==> src/sv/midi_track_event_parser_defines.svh <==
`ifndef MIDI_TRACK_EVENT_PARSER_DEFINES_SVH
`define MIDI_TRACK_EVENT_PARSER_DEFINES_SVH

// same-cycle implication, sampled on clk, off while rst_n is low
`define MTEP_ASSERT_IMP(label, ante, cons) \
  label: assert property (@(posedge clk) disable iff (!rst_n) (ante) |-> (cons)) \
    else $error("%m: check failed");

// next-cycle implication, sampled on clk, off while rst_n is low
`define MTEP_ASSERT_NXT(label, ante, cons) \
  label: assert property (@(posedge clk) disable iff (!rst_n) (ante) |=> (cons)) \
    else $error("%m: check failed");

`endif

==> src/sv/mtep_pkg.sv <==
`default_nettype none

package mtep_pkg;

  localparam int TICK_BITS = 32;
  localparam int LEN_W     = 28;

  localparam logic [1:0] KIND_NOTE_OFF = 2'd0;
  localparam logic [1:0] KIND_NOTE_ON  = 2'd1;
  localparam logic [1:0] KIND_TEMPO    = 2'd2;

  localparam logic [7:0] ST_META      = 8'hFF;
  localparam logic [7:0] ST_SYSEX     = 8'hF0;
  localparam logic [7:0] ST_SYSEX_ESC = 8'hF7;
  localparam logic [7:0] META_TEMPO   = 8'h51;

  localparam logic [3:0] HI_NOTE_OFF  = 4'h8;
  localparam logic [3:0] HI_NOTE_ON   = 4'h9;
  localparam logic [3:0] HI_POLY_AT   = 4'hA;
  localparam logic [3:0] HI_CTRL      = 4'hB;
  localparam logic [3:0] HI_PROG      = 4'hC;
  localparam logic [3:0] HI_CHAN_AT   = 4'hD;
  localparam logic [3:0] HI_BEND      = 4'hE;

endpackage

`default_nettype wire

==> src/sv/midi_track_event_parser.sv <==
// Standard MIDI file track parser: takes one track-chunk byte per cycle and
// emits note-off, note-on and tempo events with their absolute tick. A byte is
// decoded in the cycle it is accepted, against the parse state registers, and
// any event it completes lands in the output register on that same edge, so it
// is offered on the next cycle. Input ready is high whenever the output
// register is empty or being taken, so with out_ready high the rate is one byte
// per cycle; the output register alone sets it. A byte marked last of track is
// decoded normally and then returns all parse state to its reset value.
`default_nettype none

`include "midi_track_event_parser_defines.svh"

module midi_track_event_parser
  import mtep_pkg::*;
(
  input  wire logic        clk,
  input  wire logic        rst_n,
  input  wire logic        in_valid,
  output logic             in_ready,
  input  wire logic [7:0]  in_data_byte,
  input  wire logic        in_last_of_track,
  output logic             out_valid,
  input  wire logic        out_ready,
  output logic [1:0]       out_event_kind,
  output logic [31:0]      out_event_tick,
  output logic [3:0]       out_channel,
  output logic [7:0]       out_key_number,
  output logic [7:0]       out_velocity,
  output logic [23:0]      out_tempo_us
);

  localparam logic [3:0] PH_DELTA     = 4'd0;
  localparam logic [3:0] PH_STATUS    = 4'd1;
  localparam logic [3:0] PH_META_TYPE = 4'd2;
  localparam logic [3:0] PH_META_LEN  = 4'd3;
  localparam logic [3:0] PH_SYSEX_LEN = 4'd4;
  localparam logic [3:0] PH_SKIP      = 4'd5;
  localparam logic [3:0] PH_NOTE_KEY  = 4'd6;
  localparam logic [3:0] PH_NOTE_VEL  = 4'd7;
  localparam logic [3:0] PH_TEMPO     = 4'd8;
  localparam logic [3:0] PH_HALT      = 4'd9;

  logic [3:0]           phase_r, phase_nxt;
  logic [TICK_BITS-1:0] tick_r, tick_nxt;
  logic [LEN_W-1:0]     len_r, len_nxt;
  logic [2:0]           cnt_r, cnt_nxt;
  logic [7:0]           rs_r, rs_nxt;
  logic [7:0]           meta_r, meta_nxt;
  logic [LEN_W-1:0]     skip_r, skip_nxt;
  logic [7:0]           key_r, key_nxt;
  logic [23:0]          tempo_r, tempo_nxt;

  logic                 out_valid_r;
  logic [1:0]           kind_r;
  logic [31:0]          otick_r;
  logic [3:0]           chan_r;
  logic [7:0]           okey_r, vel_r;
  logic [23:0]          otempo_r;

  logic                 emit;
  logic [1:0]           kind_nxt;
  logic [3:0]           chan_nxt;
  logic [7:0]           okey_nxt, vel_nxt;
  logic [23:0]          otempo_nxt;

  logic                 accept;
  logic [7:0]           b;
  logic [LEN_W-1:0]     len_fed;
  logic [2:0]           cnt_fed;
  logic                 vlq_done;
  logic [TICK_BITS:0]   tick_sum;
  logic [LEN_W-1:0]     skip_dec;
  logic                 is_status;
  logic [7:0]           rs_eff;
  logic [3:0]           st_hi;
  logic [LEN_W-1:0]     skip_start;

  assign accept   = in_valid && in_ready;
  assign in_ready = !out_valid_r || out_ready;
  assign b        = in_data_byte;

  assign len_fed  = {len_r[LEN_W-8:0], b[6:0]};
  assign cnt_fed  = cnt_r + 3'd1;
  assign vlq_done = !b[7] || (cnt_fed >= 3'd4);
  assign tick_sum = {1'b0, tick_r} + (TICK_BITS+1)'(len_fed);
  assign skip_dec = skip_r - LEN_W'(1);

  assign is_status = b[7];
  assign rs_eff    = is_status ? b : rs_r;
  assign st_hi     = rs_eff[7:4];

  always_comb begin
    phase_nxt  = phase_r;
    tick_nxt   = tick_r;
    len_nxt    = len_r;
    cnt_nxt    = cnt_r;
    rs_nxt     = rs_r;
    meta_nxt   = meta_r;
    skip_nxt   = skip_r;
    key_nxt    = key_r;
    tempo_nxt  = tempo_r;
    emit       = 1'b0;
    kind_nxt   = KIND_NOTE_OFF;
    chan_nxt   = 4'd0;
    okey_nxt   = 8'd0;
    vel_nxt    = 8'd0;
    otempo_nxt = 24'd0;
    skip_start = '0;
    unique case (phase_r)
      PH_DELTA: begin
        len_nxt = len_fed;
        cnt_nxt = cnt_fed;
        if (vlq_done) begin
          tick_nxt  = tick_sum[TICK_BITS] ? '1 : tick_sum[TICK_BITS-1:0];
          len_nxt   = '0;
          cnt_nxt   = 3'd0;
          phase_nxt = PH_STATUS;
        end
      end
      PH_STATUS: begin
        priority if (b == ST_META) begin
          phase_nxt = PH_META_TYPE;
        end else if (b == ST_SYSEX || b == ST_SYSEX_ESC) begin
          len_nxt   = '0;
          cnt_nxt   = 3'd0;
          phase_nxt = PH_SYSEX_LEN;
        end else begin
          rs_nxt = rs_eff;
          priority if (st_hi == HI_NOTE_OFF || st_hi == HI_NOTE_ON) begin
            if (is_status) begin
              phase_nxt = PH_NOTE_KEY;
            end else begin
              key_nxt   = b;
              phase_nxt = PH_NOTE_VEL;
            end
          end else if (st_hi == HI_POLY_AT || st_hi == HI_CTRL || st_hi == HI_BEND) begin
            skip_start = is_status ? LEN_W'(2) : LEN_W'(1);
            skip_nxt   = skip_start;
            phase_nxt  = PH_SKIP;
          end else if (st_hi == HI_PROG || st_hi == HI_CHAN_AT) begin
            skip_start = is_status ? LEN_W'(1) : LEN_W'(0);
            skip_nxt   = skip_start;
            phase_nxt  = (skip_start == '0) ? PH_DELTA : PH_SKIP;
          end else begin
            phase_nxt = PH_HALT;
          end
        end
      end
      PH_META_TYPE: begin
        meta_nxt  = b;
        len_nxt   = '0;
        cnt_nxt   = 3'd0;
        phase_nxt = PH_META_LEN;
      end
      PH_META_LEN: begin
        len_nxt = len_fed;
        cnt_nxt = cnt_fed;
        if (vlq_done) begin
          len_nxt = '0;
          cnt_nxt = 3'd0;
          if (meta_r == META_TEMPO && len_fed == LEN_W'(3)) begin
            tempo_nxt = 24'd0;
            skip_nxt  = LEN_W'(3);
            phase_nxt = PH_TEMPO;
          end else begin
            skip_nxt  = len_fed;
            phase_nxt = (len_fed == '0) ? PH_DELTA : PH_SKIP;
          end
        end
      end
      PH_SYSEX_LEN: begin
        len_nxt = len_fed;
        cnt_nxt = cnt_fed;
        if (vlq_done) begin
          len_nxt   = '0;
          cnt_nxt   = 3'd0;
          skip_nxt  = len_fed;
          phase_nxt = (len_fed == '0) ? PH_DELTA : PH_SKIP;
        end
      end
      PH_SKIP: begin
        skip_nxt  = skip_dec;
        phase_nxt = (skip_dec == '0) ? PH_DELTA : PH_SKIP;
      end
      PH_NOTE_KEY: begin
        key_nxt   = b;
        phase_nxt = PH_NOTE_VEL;
      end
      PH_NOTE_VEL: begin
        emit      = 1'b1;
        kind_nxt  = (rs_r[7:4] == HI_NOTE_ON && b != 8'd0) ? KIND_NOTE_ON : KIND_NOTE_OFF;
        chan_nxt  = rs_r[3:0];
        okey_nxt  = key_r;
        vel_nxt   = b;
        phase_nxt = PH_DELTA;
      end
      PH_TEMPO: begin
        tempo_nxt = {tempo_r[15:0], b};
        skip_nxt  = skip_dec;
        if (skip_dec == '0) begin
          emit       = 1'b1;
          kind_nxt   = KIND_TEMPO;
          otempo_nxt = {tempo_r[15:0], b};
          phase_nxt  = PH_DELTA;
        end
      end
      default: begin
        phase_nxt = PH_HALT;
      end
    endcase
  end

  always_ff @(posedge clk) begin
    if (!rst_n) begin
      phase_r <= PH_DELTA;
      tick_r  <= '0;
      len_r   <= '0;
      cnt_r   <= 3'd0;
      rs_r    <= 8'd0;
      meta_r  <= 8'd0;
      skip_r  <= '0;
      key_r   <= 8'd0;
      tempo_r <= 24'd0;
    end else if (accept) begin
      if (in_last_of_track) begin
        phase_r <= PH_DELTA;
        tick_r  <= '0;
        len_r   <= '0;
        cnt_r   <= 3'd0;
        rs_r    <= 8'd0;
        meta_r  <= 8'd0;
        skip_r  <= '0;
        key_r   <= 8'd0;
        tempo_r <= 24'd0;
      end else begin
        phase_r <= phase_nxt;
        tick_r  <= tick_nxt;
        len_r   <= len_nxt;
        cnt_r   <= cnt_nxt;
        rs_r    <= rs_nxt;
        meta_r  <= meta_nxt;
        skip_r  <= skip_nxt;
        key_r   <= key_nxt;
        tempo_r <= tempo_nxt;
      end
    end
  end

  always_ff @(posedge clk) begin
    if (!rst_n) begin
      out_valid_r <= 1'b0;
    end else if (in_ready) begin
      out_valid_r <= accept && emit;
    end
  end

  always_ff @(posedge clk) begin
    if (accept && emit) begin
      kind_r   <= kind_nxt;
      otick_r  <= 32'(tick_r);
      chan_r   <= chan_nxt;
      okey_r   <= okey_nxt;
      vel_r    <= vel_nxt;
      otempo_r <= otempo_nxt;
    end
  end

  assign out_valid      = out_valid_r;
  assign out_event_kind = kind_r;
  assign out_event_tick = otick_r;
  assign out_channel    = chan_r;
  assign out_key_number = okey_r;
  assign out_velocity   = vel_r;
  assign out_tempo_us   = otempo_r;

  `MTEP_ASSERT_NXT(a_track_end_clears, accept && in_last_of_track, phase_r == PH_DELTA && tick_r == '0 && rs_r == 8'd0)
  `MTEP_ASSERT_IMP(a_tempo_count, phase_r == PH_TEMPO, skip_r >= LEN_W'(1) && skip_r <= LEN_W'(3))
  `MTEP_ASSERT_IMP(a_skip_nonzero, phase_r == PH_SKIP, skip_r != '0)
  `MTEP_ASSERT_IMP(a_vlq_count, 1'b1, cnt_r <= 3'd3)
  `MTEP_ASSERT_IMP(a_tempo_fields, out_valid_r && kind_r == KIND_TEMPO, chan_r == 4'd0 && okey_r == 8'd0 && vel_r == 8'd0)

endmodule

`default_nettype wire

==> config.mk <==
export PLATFORM = sky130hd
export DESIGN_NAME = midi_track_event_parser
export DESIGN_NICKNAME = d
export VERILOG_FILES = /design/src/sv/mtep_pkg.sv /design/src/sv/midi_track_event_parser.sv
export VERILOG_INCLUDE_DIRS = /design/src /design/src/sv
export SDC_FILE = /design/constraint.sdc
export NUM_CORES = 1
export LEC_CHECK = 0
export ABC_AREA = 1
export BUFFER_PORTS_ARGS = -buffer_cell sky130_fd_sc_hd__buf_2
export CAP_MARGIN = 15
export CORE_UTILIZATION = 39
export CTS_CLUSTER_DIAMETER = 60
export DETAILED_ROUTE_END_ITERATION = 12
export SETUP_SLACK_MARGIN = 0.02
export SLEW_MARGIN = 20
export SYNTH_ARGS = -nofsm -noshare
export SYNTH_HDL_FRONTEND = slang
export SYNTH_SLANG_ARGS = --single-unit
==> constraint.sdc <==
create_clock -name clk -period 10.5 [get_ports clk]
set_input_delay 1.05 -clock clk [delete_from_list [all_inputs] [get_ports clk]]
set_output_delay 1.05 -clock clk [all_outputs]
set_load 0.02 [all_outputs]
==> impl_metrics.env <==
export IMPL_fin_skew_ps=17.0
export IMPL_hold_viol_final=0
export IMPL_tns_ps=0
export IMPL_status="finished, final reports clean"
export IMPL_grt_ovfl_total=0
export IMPL_worst_path_max_fanout=78
export IMPL_wl_met1_mm=15.5
export IMPL_ant_nets=0
export IMPL_grt_max_degree=79
export IMPL_crit_family="simple AND/OR/NAND/NOR gates"
export IMPL_antenna_found_initial=1
export IMPL_cts_tree="done"
export IMPL_grt_pass1_wl_mm=50.8
export IMPL_port_buffers=92
export IMPL_max_freq_ghz=0.277
export IMPL_crit_slowest_cell="buf_4"
export IMPL_cts_hold_buf=0
export IMPL_max_cap_violations=0
export IMPL_die_height_um=172
export IMPL_layout_commonest_cell="nand2_1"
export IMPL_cts_sinks=207
export IMPL_num_rows=61
export IMPL_worst_hold_path_type="register to register"
export IMPL_synthArstFlopShare=0
export IMPL_nNetsFinal=1613
export IMPL_ir_drop_v=0.000116
export IMPL_critPathCapture="out_event_tick[6]"
export IMPL_start_kind="register"
export IMPL_total_power_mw=1.99
export IMPL_vias=10166
export IMPL_syn_area_um2=11200
export IMPL_pwr_density_cell_nw_per_um2=154
export IMPL_slew_viol_final=0
export IMPL_coreArea_um2=28100
export IMPL_globalplace_congestion=0.959
export IMPL_post_route_util=0.460
export IMPL_avgSynthCellArea_um2=7.55
export IMPL_die_x_um=172
export IMPL_mostFrequentLayoutCells="302 x nand2_1, 184 x nor2_1, 164 x a21oi_1"
export IMPL_worstReg2RegEnd="out_event_tick[6]"
export IMPL_drc=0
export IMPL_crit_top_cell="nand2_1"
export IMPL_synth_warning_count=0
export IMPL_floorplan_initialDensity=0.400
export IMPL_startpoint="skip_r[0]"
export IMPL_critPathKind="register to register"
export IMPL_root_buffer="clkbuf_16"
export IMPL_cts_inserted_buffers=26
export IMPL_synth_flop_cell="dfxtp_1"
export IMPL_synth_seq_area_share=0.438
export IMPL_post_cts_setup_buffers=0
export IMPL_die_area_um2=29500
export IMPL_maxSlewHeadroom=0.279
export IMPL_cts_max_path_buffers=3
export IMPL_synthesis_nets=1536
export IMPL_cts_max_level=1
export IMPL_setup_viol=0
export IMPL_post_drt_via_cell_ratio=5.17
export IMPL_routed_wl_met3_mm=1.61
export IMPL_reg2reg_slack_ps=6890
export IMPL_yosys_register_bits=207
export IMPL_ios=93
export IMPL_postSynthCellCount=1490
export IMPL_ys_types=48
export IMPL_arrival_ps=3760
export IMPL_timing_rr_start="skip_r[0]"
export IMPL_r2r_cells=14
export IMPL_grtUsageTotal=0.219
export IMPL_dr_max_layer_used="met4"
export IMPL_path_buf_inv=3
export IMPL_clk_latency_ps=530
export IMPL_rsz0062_at_grt="false"
export IMPL_drtPass1Iterations=5
export IMPL_wl_mm=32.4
export IMPL_slowest_delay_ps=730
export IMPL_cts_resized=0
export IMPL_fin_crit_sh=0.344
export IMPL_critPathRequiredTime_ps=10640
export IMPL_tightest_slew_ps=1080
export IMPL_path_cells="inv_2 > ha_1 > nand2_1 > nor2_2 > nand2_1 > xnor2_1 > nor2_1 > nand2_1 > nor2_1 > nand3_1 > o21ai_1 > nand2_1 > clkinv_2 > buf_4"
export IMPL_synth_edf_count=78
export IMPL_area_growth_syn_to_layout_pct=14.8
export IMPL_path_depth=14
export IMPL_clk_pin_slew_worst_paths_ps=60
export IMPL_p_leak_nw=5.02
export IMPL_worstSetupEndpointType="register"
export IMPL_drive_above_1_share=0.131
export IMPL_grt_pass1_vias=9392
export IMPL_hpwl_mm=23.9
export IMPL_first_iter_violations=842
export IMPL_min_period_ps=3610
export IMPL_routed_wl_met2_mm=14.6
export IMPL_wl_per_cell_um=16.5
power breakdown:
part / leakage, nW / total, mW / internal, mW / switching [mW]
registers: 1.66 / 0.868 / 0.849 / 0.0192
clock network: 0.434 / 0.906 / 0.548 / 0.359
logic: 2.93 / 0.217 / 0.0652 / 0.152
area by class of cell:
class | count | area [um^2]
sequential | 207 | 4920
inverter | 178 | 671
fill | 2860 | 15200
clock buffer | 36 | 739
tap | 378 | 473
timing repair buffer | 100 | 520
clock inverter | 11 | 145
multi-input combinational | 1054 | 5430
antenna | 1 | 2.50
sequential cells by signal (all words and copies together), names as in the netlist, 8 cells and up:
| register | count |
|---|---|
| skip_r | 28 |
| out_velocity | 8 |
| tick_r | 32 |
| len_r | 21 |
| tempo_r | 16 |
| meta_r | 8 |
| out_event_tick | 32 |
| rs_r | 8 |
| out_tempo_us | 24 |
| key_r | 8 |
| out_key_number | 8 |
kinds of logic after synthesis:
logic type	synth area share
AO/OA/AOI/OAI	0.171
XOR/XNOR	0.0218
adder cells (fa/ha/maj)	0.0374
buffers and inverters	0.0811
flip-flops	0.438
AND/OR/NAND/NOR	0.250
cells in the mapped netlist (4+ instances only):
| cell | number | share of area |
|---|---|---|
| xnor2_1 | 12 | 0.0093 |
| nor2_1 | 185 | 0.062 |
| o22ai_1 | 12 | 0.0067 |
| dfxtp_1 | 129 | 0.23 |
| clkbuf_1 | 36 | 0.012 |
| o21bai_1 | 4 | 0.0027 |
| xor2_1 | 16 | 0.012 |
| nand2_2 | 5 | 0.0028 |
| nand3b_1 | 8 | 0.0053 |
| nand2_1 | 302 | 0.10 |
| inv_1 | 160 | 0.053 |
| nor3_1 | 20 | 0.0089 |
| edfxtp_1 | 78 | 0.21 |
| inv_2 | 16 | 0.0053 |
| o21ai_1 | 11 | 0.0049 |
| ha_1 | 32 | 0.036 |
| nand3_1 | 67 | 0.030 |
| buf_2 | 6 | 0.0027 |
| a21oi_1 | 164 | 0.073 |
| buf_6 | 6 | 0.0060 |
| a31oi_1 | 9 | 0.0050 |
| o211ai_1 | 5 | 0.0033 |
| o21ai_0 | 85 | 0.038 |
| a211oi_1 | 41 | 0.027 |
| nor2_2 | 27 | 0.015 |
| nand4_1 | 21 | 0.012 |
stage by stage:
step / hold slack, ps / instance area, um^2 / setup WS [ps] / cells
after floorplan: 429 / 11200 / 6810 / 1490
after global placement: 441 / 12000 / 6660 / 1917
after detailed placement: 446 / 12000 / 6520 / 1917
after CTS: 456 / 12900 / 6930 / 1964
after global routing: 482 / 12900 / 6530 / 1965
final: 452 / 12900 / 6890 / 1965
tightest hold or removal path: cells and delay by family, from the launching register on:
kind / cells / cell delay (ps)
AOI/OAI and AO/OA: 1 / 50
DFF: 1 / 300
buffers and inverters: 1 / 60
how the worst min path moves through the flow:
stage	start	endpoint	slack (ps)	cells past startpoint
6_report	key_r[6]	key_r[6]	450	2
3_3_place_gp	key_r[6]	key_r[6]	440	2
5_1_grt	key_r[6]	key_r[6]	480	2
2_1_floorplan	key_r[0]	key_r[0]	430	2
3_5_place_dp	key_r[6]	key_r[6]	450	2
4_1_cts	key_r[6]	key_r[6]	460	2
routing by layer:
layer / vias up / track usage
li1: 5153 / -
met1: 4669 / 0.310
met2: 299 / 0.356
met3: 45 / 0.0230
met4: 0 / 0.0535
met5: - / 0
Note: power is estimated with default switching activity, not from simulation.
